### src/rtl/assert_macros.svh
// Assertion macros used by the top-level RTL file.
`ifndef ASSERT_MACROS_SVH
`define ASSERT_MACROS_SVH
`ifndef SYNTHESIS
// Same-cycle implication, disabled in reset.
`define ASSERT_IMPLY(name, clk, rst, ante, cons) \
  name: assert property (@(posedge clk) disable iff (rst) (ante) |-> (cons)) \
    else $error("%m: implication failed");
// Next-cycle implication, disabled in reset.
`define ASSERT_NEXT(name, clk, rst, ante, cons) \
  name: assert property (@(posedge clk) disable iff (rst) (ante) |=> (cons)) \
    else $error("%m: next-cycle implication failed");
`else
`define ASSERT_IMPLY(name, clk, rst, ante, cons)
`define ASSERT_NEXT(name, clk, rst, ante, cons)
`endif
`endif

### src/rtl/knn_pkg.sv
// Types, widths and codes of the k-nearest-neighbour sorter.
`default_nettype none
package knn_pkg;

  localparam int INDEX_BITS         = 20;
  localparam int COORD_BITS         = 16;
  localparam int COORD_FIELDS       = 4;
  localparam int MAX_DIMS           = 4;
  localparam int DIST_BITS          = 2 * COORD_BITS + $clog2(COORD_FIELDS);
  localparam int MAX_NEIGHBOURS_DEF = 16;
  localparam int K_CFG_W            = 5;
  localparam int DIMS_CFG_W         = 3;
  localparam int CFG_INDEX_W        = 3;
  localparam int CFG_DATA_W         = 16;
  localparam int DIMS_LIMIT         = (MAX_DIMS < COORD_FIELDS) ? MAX_DIMS : COORD_FIELDS;

  typedef enum logic [CFG_INDEX_W-1:0] {
    REG_NEIGHBOURS = 3'd0,
    REG_DIMS       = 3'd1,
    REG_QUERY_0    = 3'd2,
    REG_QUERY_1    = 3'd3,
    REG_QUERY_2    = 3'd4,
    REG_QUERY_3    = 3'd5
  } cfg_reg_t;

  typedef enum logic [1:0] {
    ST_RUN,
    ST_DRAIN,
    ST_EMIT
  } state_t;

  typedef struct packed {
    logic [INDEX_BITS-1:0]        point_index;
    logic signed [COORD_BITS-1:0] coord_0;
    logic signed [COORD_BITS-1:0] coord_1;
    logic signed [COORD_BITS-1:0] coord_2;
    logic signed [COORD_BITS-1:0] coord_3;
    logic                         first_point;
    logic                         last_point;
  } point_t;

  typedef struct packed {
    logic [INDEX_BITS-1:0] neighbour_index;
    logic [DIST_BITS-1:0]  neighbour_distance;
    logic                  neighbour_valid;
    logic                  last_result;
  } result_t;

  // Point tag carried alongside the distance pipeline.
  typedef struct packed {
    logic [INDEX_BITS-1:0] index;
    logic                  first_point;
    logic                  last_point;
  } tag_t;

  typedef struct packed {
    tag_t                 tag;
    logic [DIST_BITS-1:0] distance;
  } dist_item_t;

  // One slot of the sorted list.
  typedef struct packed {
    logic                  valid;
    logic [DIST_BITS-1:0]  distance;
    logic [INDEX_BITS-1:0] index;
  } entry_t;

endpackage
`default_nettype wire

### src/rtl/knn_dist.sv
// Three-stage squared Euclidean distance pipeline.
`default_nettype none
module knn_dist (
  input  logic                                 clk,
  input  logic                                 rst,
  input  logic                                 in_valid,
  input  knn_pkg::point_t                      in_point,
  input  logic [knn_pkg::COORD_BITS-1:0]       query [knn_pkg::COORD_FIELDS],
  input  logic [knn_pkg::DIMS_CFG_W-1:0]       dims,
  output logic                                 out_valid,
  output knn_pkg::dist_item_t                  out_item
);
  import knn_pkg::*;

  logic [COORD_BITS-1:0]       coord [COORD_FIELDS];
  logic signed [COORD_BITS:0]  diff [COORD_FIELDS];
  logic [COORD_BITS-1:0]       mag_next [COORD_FIELDS];
  logic [COORD_BITS-1:0]       mag [COORD_FIELDS];
  logic [2*COORD_BITS-1:0]     sq [COORD_FIELDS];
  logic [DIST_BITS-1:0]        sum_next;
  logic                        s1_valid, s2_valid;
  tag_t                        s1_tag, s2_tag;

  assign coord[0] = in_point.coord_0;
  assign coord[1] = in_point.coord_1;
  assign coord[2] = in_point.coord_2;
  assign coord[3] = in_point.coord_3;

  // |query - coord| per dimension, zero for unused dimensions
  always_comb begin
    for (int j = 0; j < COORD_FIELDS; j++) begin
      diff[j] = $signed({query[j][COORD_BITS-1], query[j]})
              - $signed({coord[j][COORD_BITS-1], coord[j]});
      mag_next[j] = diff[j][COORD_BITS] ? COORD_BITS'(-diff[j]) : diff[j][COORD_BITS-1:0];
      if (!(DIMS_CFG_W'(j) < dims)) begin
        mag_next[j] = '0;
      end
    end
  end

  always_comb begin
    sum_next = '0;
    for (int j = 0; j < COORD_FIELDS; j++) begin
      sum_next = sum_next + DIST_BITS'(sq[j]);
    end
  end

  always_ff @(posedge clk) begin
    if (rst) begin
      s1_valid  <= 1'b0;
      s2_valid  <= 1'b0;
      out_valid <= 1'b0;
    end else begin
      s1_valid  <= in_valid;
      s2_valid  <= s1_valid;
      out_valid <= s2_valid;
    end
  end

  always_ff @(posedge clk) begin
    s1_tag <= '{index: in_point.point_index, first_point: in_point.first_point,
                last_point: in_point.last_point};
    mag    <= mag_next;
    s2_tag <= s1_tag;
    for (int j = 0; j < COORD_FIELDS; j++) begin
      sq[j] <= (2*COORD_BITS)'(mag[j]) * (2*COORD_BITS)'(mag[j]);
    end
    out_item.tag      <= s2_tag;
    out_item.distance <= sum_next;
  end

endmodule
`default_nettype wire

### src/rtl/knn_cell.sv
// One slot of the shift-insert sorting chain.
`default_nettype none
module knn_cell (
  input  logic            clk,
  input  logic            rst,
  input  logic            insert,
  input  logic            flush,
  input  logic            keep_slot,
  input  knn_pkg::entry_t cand,
  input  knn_pkg::entry_t left,
  input  logic            left_beats,
  output knn_pkg::entry_t entry,
  output logic            beats
);
  import knn_pkg::*;

  logic                  vld;
  logic [DIST_BITS-1:0]  distance;
  logic [INDEX_BITS-1:0] index;
  logic                  own_vld;

  // Slot as seen by this item: emptied by a first point or when beyond k.
  assign own_vld = vld && !flush && keep_slot;
  assign entry   = '{valid: own_vld, distance: distance, index: index};
  // An empty slot loses to anything; ties keep the older entry.
  assign beats   = !own_vld || (cand.distance < distance);

  always_ff @(posedge clk) begin
    if (rst) begin
      vld <= 1'b0;
    end else if (insert) begin
      if (!keep_slot) begin
        vld <= 1'b0;
      end else if (beats) begin
        vld <= left_beats ? left.valid : cand.valid;
      end else begin
        vld <= own_vld;
      end
    end
  end

  always_ff @(posedge clk) begin
    if (insert && keep_slot && beats) begin
      distance <= left_beats ? left.distance : cand.distance;
      index    <= left_beats ? left.index : cand.index;
    end
  end

endmodule
`default_nettype wire

### src/rtl/knn_top_k_distance_sorter.sv
// Top level of the k-nearest-neighbour distance sorter.
// Each accepted point word gets its squared distance to the configured query
// point in a three-stage pipeline (difference, square, sum) and then enters a
// chain of MAX_NEIGHBOURS slot cells: every cell compares the broadcast
// distance with its own and either keeps its entry, takes its left
// neighbour's entry or takes the new point, so the list stays sorted by
// ascending distance with empty slots at the end and older entries ahead on
// ties. Points stream at one word per cycle while not stalled. Once a word
// with last_point is accepted, point_stall stays high through pipeline drain
// and the emission of k words (longer if result_stall holds words back),
// then drops as the final result word is loaded; the final word may still
// wait on result_stall while new points flow in. Results are k words, slot
// 0 first, with last_result on slot k-1. Configuration writes go straight
// into the registers and must only be made while no point is in flight.
`default_nettype none
`include "assert_macros.svh"
module knn_top_k_distance_sorter #(
  parameter int MAX_NEIGHBOURS = knn_pkg::MAX_NEIGHBOURS_DEF
) (
  input  logic                             clk,
  input  logic                             rst,
  input  logic                             point_valid,
  output logic                             point_stall,
  input  knn_pkg::point_t                  point_word,
  output logic                             result_valid,
  input  logic                             result_stall,
  output knn_pkg::result_t                 result_word,
  input  logic                             cfg_write,
  input  logic [knn_pkg::CFG_INDEX_W-1:0]  cfg_index,
  input  logic [knn_pkg::CFG_DATA_W-1:0]   cfg_data
);
  import knn_pkg::*;

  localparam int K_W   = $clog2(MAX_NEIGHBOURS + 1);
  localparam int IDX_W = (MAX_NEIGHBOURS > 1) ? $clog2(MAX_NEIGHBOURS) : 1;

  // config registers
  logic [K_CFG_W-1:0]    nbr_cfg;
  logic [DIMS_CFG_W-1:0] dims_cfg;
  logic [COORD_BITS-1:0] query [COORD_FIELDS];

  logic [K_W-1:0]        k_eff;
  logic [K_W-1:0]        k_last;
  logic [DIMS_CFG_W-1:0] dims_eff;

  logic                  point_accept;
  logic                  dist_valid;
  dist_item_t            dist_item;
  entry_t                cand;
  entry_t                entries [MAX_NEIGHBOURS];
  logic [MAX_NEIGHBOURS-1:0] beats;
  logic [MAX_NEIGHBOURS-1:0] vld_vec;

  state_t                state, state_next;
  logic                  emit_on;
  logic                  load;
  logic                  cnt_is_last;
  logic [IDX_W-1:0]      cnt;
  entry_t                sel;

  always_ff @(posedge clk) begin
    if (rst) begin
      nbr_cfg  <= K_CFG_W'(1);
      dims_cfg <= DIMS_CFG_W'(3);
      for (int j = 0; j < COORD_FIELDS; j++) begin
        query[j] <= '0;
      end
    end else if (cfg_write) begin
      case (cfg_reg_t'(cfg_index))
        REG_NEIGHBOURS: nbr_cfg  <= cfg_data[K_CFG_W-1:0];
        REG_DIMS:       dims_cfg <= cfg_data[DIMS_CFG_W-1:0];
        REG_QUERY_0:    query[0] <= cfg_data[COORD_BITS-1:0];
        REG_QUERY_1:    query[1] <= cfg_data[COORD_BITS-1:0];
        REG_QUERY_2:    query[2] <= cfg_data[COORD_BITS-1:0];
        REG_QUERY_3:    query[3] <= cfg_data[COORD_BITS-1:0];
        default: ;
      endcase
    end
  end

  // k and dims clamped into their usable ranges
  always_comb begin
    if (nbr_cfg == '0) begin
      k_eff = K_W'(1);
    end else if (32'(nbr_cfg) > MAX_NEIGHBOURS) begin
      k_eff = K_W'(MAX_NEIGHBOURS);
    end else begin
      k_eff = K_W'(nbr_cfg);
    end
  end
  assign k_last = k_eff - K_W'(1);

  always_comb begin
    if (dims_cfg == '0) begin
      dims_eff = DIMS_CFG_W'(1);
    end else if (32'(dims_cfg) > DIMS_LIMIT) begin
      dims_eff = DIMS_CFG_W'(DIMS_LIMIT);
    end else begin
      dims_eff = dims_cfg;
    end
  end

  assign point_accept = point_valid && !point_stall;

  knn_dist u_dist (
    .clk       (clk),
    .rst       (rst),
    .in_valid  (point_accept),
    .in_point  (point_word),
    .query     (query),
    .dims      (dims_eff),
    .out_valid (dist_valid),
    .out_item  (dist_item)
  );

  assign cand = '{valid: 1'b1, distance: dist_item.distance, index: dist_item.tag.index};

  // insertion chain
  for (genvar i = 0; i < MAX_NEIGHBOURS; i++) begin : g_cell
    entry_t left;
    logic   left_beats;
    if (i == 0) begin : g_head
      assign left       = cand;
      assign left_beats = 1'b0;
    end else begin : g_body
      assign left       = entries[i-1];
      assign left_beats = beats[i-1];
    end

    knn_cell u_cell (
      .clk        (clk),
      .rst        (rst),
      .insert     (dist_valid),
      .flush      (dist_valid && dist_item.tag.first_point),
      .keep_slot  (K_W'(i) < k_eff),
      .cand       (cand),
      .left       (left),
      .left_beats (left_beats),
      .entry      (entries[i]),
      .beats      (beats[i])
    );

    assign vld_vec[i] = entries[i].valid;
  end

  // sequencer: run, drain pipeline after last point, emit k words
  always_comb begin
    state_next = state;
    case (state)
      ST_RUN: begin
        if (point_accept && point_word.last_point) state_next = ST_DRAIN;
      end
      ST_DRAIN: begin
        if (dist_valid && dist_item.tag.last_point) state_next = ST_EMIT;
      end
      ST_EMIT: begin
        if (load && cnt_is_last) state_next = ST_RUN;
      end
      default: state_next = ST_RUN;
    endcase
  end

  always_comb begin
    case (state)
      ST_RUN: begin
        point_stall = 1'b0;
        emit_on     = 1'b0;
      end
      ST_DRAIN: begin
        point_stall = 1'b1;
        emit_on     = 1'b0;
      end
      ST_EMIT: begin
        point_stall = 1'b1;
        emit_on     = 1'b1;
      end
      default: begin
        point_stall = 1'b1;
        emit_on     = 1'b0;
      end
    endcase
  end

  always_ff @(posedge clk) begin
    if (rst) begin
      state <= ST_RUN;
    end else begin
      state <= state_next;
    end
  end

  // output register, loaded during emission whenever it is empty or being taken
  assign load        = emit_on && (!result_valid || !result_stall);
  assign cnt_is_last = (K_W'(cnt) == k_last);
  assign sel         = entries[cnt];

  always_ff @(posedge clk) begin
    if (rst) begin
      cnt          <= '0;
      result_valid <= 1'b0;
    end else begin
      if (load) begin
        cnt <= cnt_is_last ? '0 : cnt + IDX_W'(1);
      end
      if (load) begin
        result_valid <= 1'b1;
      end else if (!result_stall) begin
        result_valid <= 1'b0;
      end
    end
  end

  always_ff @(posedge clk) begin
    if (load) begin
      result_word.neighbour_index    <= sel.valid ? sel.index : '0;
      result_word.neighbour_distance <= sel.valid ? sel.distance : '0;
      result_word.neighbour_valid    <= sel.valid;
      result_word.last_result        <= cnt_is_last;
    end
  end

  // emission only reads a settled list
  `ASSERT_IMPLY(a_emit_drained, clk, rst, state == ST_EMIT, !dist_valid)
  // filled slots always form a prefix of the chain
  `ASSERT_IMPLY(a_list_packed, clk, rst, 1'b1, ((vld_vec + 1'b1) & vld_vec) == '0)
  // the last point closes the input until the list is out
  `ASSERT_NEXT(a_last_stalls, clk, rst, point_accept && point_word.last_point, point_stall)

endmodule
`default_nettype wire

### config.mk
export PLATFORM = sky130hd
export DESIGN_NAME = knn_top_k_distance_sorter
export DESIGN_NICKNAME = d
export VERILOG_FILES = /design/src/rtl/knn_pkg.sv /design/src/rtl/knn_dist.sv /design/src/rtl/knn_cell.sv /design/src/rtl/knn_top_k_distance_sorter.sv
export VERILOG_INCLUDE_DIRS = /design/src /design/src/rtl
export SDC_FILE = /design/constraint.sdc
export NUM_CORES = 2
export LEC_CHECK = 0
export ABC_CLOCK_PERIOD_IN_PS = 6350
export BUFFER_PORTS_ARGS = -buffer_cell sky130_fd_sc_hd__buf_4
export CAP_MARGIN = 20
export CORE_UTILIZATION = 60
export CTS_BUF_LIST = sky130_fd_sc_hd__clkbuf_2 sky130_fd_sc_hd__clkbuf_4 sky130_fd_sc_hd__clkbuf_8
export CTS_CLUSTER_DIAMETER = 150
export DETAILED_ROUTE_END_ITERATION = 10
export GPL_ROUTABILITY_DRIVEN = 0
export GPL_TIMING_DRIVEN = 1
export PLACE_DENSITY = 0.8
export SYNTH_ARGS = -nofsm -noshare
export SYNTH_HDL_FRONTEND = slang
export SYNTH_HIERARCHICAL = 1
export SYNTH_SLANG_ARGS = --single-unit
### constraint.sdc
create_clock -name clk -period 6.35 [get_ports clk]
set_input_delay 0.3175 -clock clk [delete_from_list [all_inputs] [get_ports clk]]
set_output_delay 0.3175 -clock clk [all_outputs]
set_load 0.02 [all_outputs]
==> flow_summary.ini <==
[run_status]
status = completed

[logic_synthesis]
post-synth-top-count-cell = sky130_fd_sc_hd__inv_1
synth_top_cells_by_count = 1672 x sky130_fd_sc_hd__inv_1, 1036 x sky130_fd_sc_hd__ha_1, 920 x sky130_fd_sc_hd__edfxtp_1
synth_area_um2 = 106000
synthesized_area_per_cell_um2 = 11.1
yosysTopAreaCell = sky130_fd_sc_hd__edfxtp_1
synth.area.top_cells = sky130_fd_sc_hd__edfxtp_1 26%, sky130_fd_sc_hd__fa_1 13%, sky130_fd_sc_hd__ha_1 12%
synth_top_area_frac = 0.260
syn_inst = 9566
yosysUniqueCellTypes = 93
yosys_warnings = 6
sequential_cell_area_fraction_in_the_yosys_report = 0.332
ys_dominant_reg_cell = sky130_fd_sc_hd__edfxtp_1
synth_seq_cells = 1306
async_reset_ff_frac = 0
synth-edff-count = 920

[die]
fp.dieW_um = 423
start_util = 0.604
design.die.area_um2 = 179000
io-pin-count = 168
die_h_um = 423
fp.coreArea_um2 = 176000
rows = 154

[global_route]
antenna_violations_before_repair = 8
grt.total_usage = 0.330
grt_first_pass_wirelength_mm = 457
first_global_vias = 81100
pin_count_of_the_biggest_net_entering_global_routing = 100
grt-ovfl-total = 0

[sta]
hold_vio_cnt_final = 0
grt_setup_unrepaired = yes
min_period_ns = 6.20
tightest_slew_ns = 1.25
fin_tns_setup_ns = 0
clock_skew_ns = 0.0979
final.period_utilization = 0.977
peak_clock_frequency_supported_by_timing_mhz = 161
slew_limit_headroom = 0.169
setup-violations-final = 0
maxSlewViolCount = 0

[cells_and_area]
finish.net_count = 11800
final_layout_size_suffix_gt1_frac = 0.144
area.growth.synth_to_final_pct = 10.7
fillerInstances = 12700

[cts]
cts.path.max_buffers = 3
cts.clk_slew.worst_paths_ns = 0.06
clk-insertion-delay-late_ns = 1.04
cts_root_buffer = sky130_fd_sc_hd__clkbuf_8
tritoncts_num_sinks = 1306
cts_made_buffers = 224
cts_htree_levels = 4
cts_tree = done

[drt]
drcViolationCount = 0
detail_route.vias_per_cell = 6.18
finalWirelength_mm = 297
drt.antenna.violating_nets = 0
top_layer = met5
route.vias.total = 77500
drt_pre_antenna_iters = 11
detail_route.wirelength.met1_mm = 109
wire_per_inst_um = 23.7
first_iter_violations = 7847
dr_wl_met2_mm = 138
route.met3.wl_mm = 28.1

[setup_path]
path_cells = buf_4 -> nand2_1 -> inv_1 -> fa_1 -> inv_1 -> fa_1 -> inv_1 -> fa_1 -> fa_1 -> fa_1 -> inv_1 -> fa_1 -> inv_1 -> ha_1 -> a21o_1 -> a211oi_2 -> o21ai_0 -> a41o_1 -> o31ai_4 -> a21oi_1 -> a211oi_2 -> o21ai_0 -> xor2_1
startpoint = u_dist/mag[50]
timing.critical_path.slowest_cell_delay_ns = 0.54
endpoint_kind = register
start_kind = register
critPathArrivalTime_ns = 7.06
rr_startpoint = u_dist/mag[50]
cpMaxStageDelayCell = sky130_fd_sc_hd__fa_1
critical_path_required_ns = 7.20
worst_path_most_repeated_cell = sky130_fd_sc_hd__fa_1
classification_of_the_worst_setup_path = reg2reg
largest_fanout_on_the_critical_path = 12

[worst_hold_path]
hold_path.startpoint = point_word[42]
hold_path_class = in2reg

[job]
max_cap_viol_count = 0

[placed_design]
hpwlAfterDp_mm = 214
port_buffers = 167
## registers in the layout, summed over array words and instances, names as in the netlist
| register | count |
|---|---|
| g_cell.u_cell/index | 320 |
| state | 2 |
| u_dist/s2_valid | 1 |
| result_valid | 1 |
| u_dist/s1_valid | 1 |
| u_dist/sq | 124 |
| g_cell.u_cell/vld | 16 |
| u_dist/out_item | 56 |
| u_dist/s1_tag | 22 |
| g_cell.u_cell/distance | 544 |
| query | 64 |
| u_dist/out_valid | 1 |
| nbr_cfg | 5 |
| cnt | 4 |
| dims_cfg | 3 |
| result_word | 56 |
| u_dist/mag | 64 |
| u_dist/s2_tag | 22 |
## worst max-delay path: cells and delay by family, from the launching register on
| kind | cells | cell delay [ns] |
|---|---|---|
| compound gates | 8 | 1.73 |
| xor+xnor | 1 | 0.16 |
| fa+ha+maj | 7 | 3.21 |
| buf+inv | 6 | 0.47 |
| flops | 1 | 0.35 |
| simple gates | 1 | 0.13 |
## layout by cell type (no fill, tap or decap), types with 23 or more instances in the layout
| cell | instances |
|---|---|
| sky130_fd_sc_hd__xor2_1 | 81 |
| sky130_fd_sc_hd__fa_1 | 710 |
| sky130_fd_sc_hd__ha_1 | 1031 |
| sky130_fd_sc_hd__clkinv_2 | 38 |
| sky130_fd_sc_hd__mux2_1 | 864 |
| sky130_fd_sc_hd__dfxtp_1 | 348 |
| sky130_fd_sc_hd__and2_1 | 174 |
| sky130_fd_sc_hd__dfxtp_2 | 28 |
| sky130_fd_sc_hd__mux2_2 | 78 |
| sky130_fd_sc_hd__o21a_1 | 27 |
| sky130_fd_sc_hd__mux4_2 | 220 |
| sky130_fd_sc_hd__a221oi_1 | 36 |
| sky130_fd_sc_hd__and3_1 | 25 |
| sky130_fd_sc_hd__nor2b_1 | 58 |
| sky130_fd_sc_hd__inv_1 | 1663 |
| sky130_fd_sc_hd__dlygate4sd3_1 | 89 |
| sky130_fd_sc_hd__nor3_1 | 44 |
| sky130_fd_sc_hd__xnor2_1 | 167 |
| sky130_fd_sc_hd__nand4_1 | 93 |
| sky130_fd_sc_hd__o21bai_1 | 24 |
| sky130_fd_sc_hd__mux2i_1 | 69 |
| sky130_fd_sc_hd__or2_2 | 47 |
| sky130_fd_sc_hd__a21oi_1 | 478 |
| sky130_fd_sc_hd__o21ai_0 | 140 |
| sky130_fd_sc_hd__a21o_1 | 101 |
| sky130_fd_sc_hd__edfxtp_1 | 920 |
| sky130_fd_sc_hd__nand3_1 | 157 |
| sky130_fd_sc_hd__nand2_1 | 699 |
| sky130_fd_sc_hd__nor2_1 | 287 |
| sky130_fd_sc_hd__nand2b_1 | 54 |
| sky130_fd_sc_hd__o31ai_1 | 68 |
| sky130_fd_sc_hd__conb_1 | 23 |
| sky130_fd_sc_hd__buf_4 | 389 |
| sky130_fd_sc_hd__o211ai_1 | 31 |
| sky130_fd_sc_hd__clkbuf_8 | 273 |
| sky130_fd_sc_hd__clkbuf_4 | 56 |
## layout make-up
class | instances | area [um2] | area share
Multi-Input combinational cell | 6283 | 63700 | 0.541
Clock buffer | 329 | 4180 | 0.0355
Inverter | 1672 | 6280 | 0.0533
Tap cell | 2340 | 2930 | 0.0249
Antenna cell | 6 | 15.0 | 0.000127
Sequential cell | 1306 | 35400 | 0.301
Clock inverter | 97 | 1190 | 0.0101
Timing Repair Buffer | 496 | 4120 | 0.0350
## per-layer routing
metal	global-route usage	vias up
li1	-	33900
met1	0.404	38200
met3	0.0654	1059
met2	0.535	4336
met5	0	-
met4	0.208	6
## per-stage QoR
step / hold slack [ns] / setup slack [ns] / utilization / instances / cell area, um2
2_1_floorplan: 0.310 / 0.0389 / - / 9585 / 106000
6_report: 0.0875 / 0.145 / 0.669 / 12500 / 118000
3_3_place_gp: 0.311 / 0.0330 / 0.631 / 12000 / 111000
4_1_cts: 0.00632 / 0.00252 / 0.666 / 12500 / 117000
5_1_grt: 0.0803 / -0.138 / 0.669 / 12500 / 118000
3_5_place_dp: 0.312 / -0.171 / 0.631 / 12000 / 111000
## logic make-up (layout without fill, tap and decap cells)
logic type               after synthesis  in the layout  share of synthesized area
AO/OA/AOI/OAI                       1202           1202                     0.0736
XOR/XNOR                             250            250                     0.0206
adder cells (fa/ha/maj)             1751           1751                      0.256
buffers and inverters               1996           2594                     0.0736
flip-flops                          1306           1306                      0.332
multiplexers                        1232           1232                      0.153
other                                  4             29                   0.000141
AND/OR/NAND/NOR                     1825           1825                     0.0905
## worst paths after layout
path / slack [ns] / cells after the start / to
setup reg to reg: 0.15 / 23 / u_dist/sq[0][27]
hold reg to reg: 0.32 / 0 / u_dist/out_item[35]
hold / removal: 0.09 / 6 / u_dist/mag[40]
setup / recovery: 0.15 / 23 / u_dist/sq[0][27]
## repair_timing
item | 4_1_cts | 5_1_grt
setup buffers | 0 | 10
pin swaps | 0 | 36
endpoints found under the hold margin | 141 | 0
setup endpoints to repair | 6 | 26
hold buffers | 89 | 0
gates resized for setup | 11 | 106
Power is left out: the tool's default activity adds up to more than one toggle a clock period on the data nets, which glitch-free logic cannot reach.
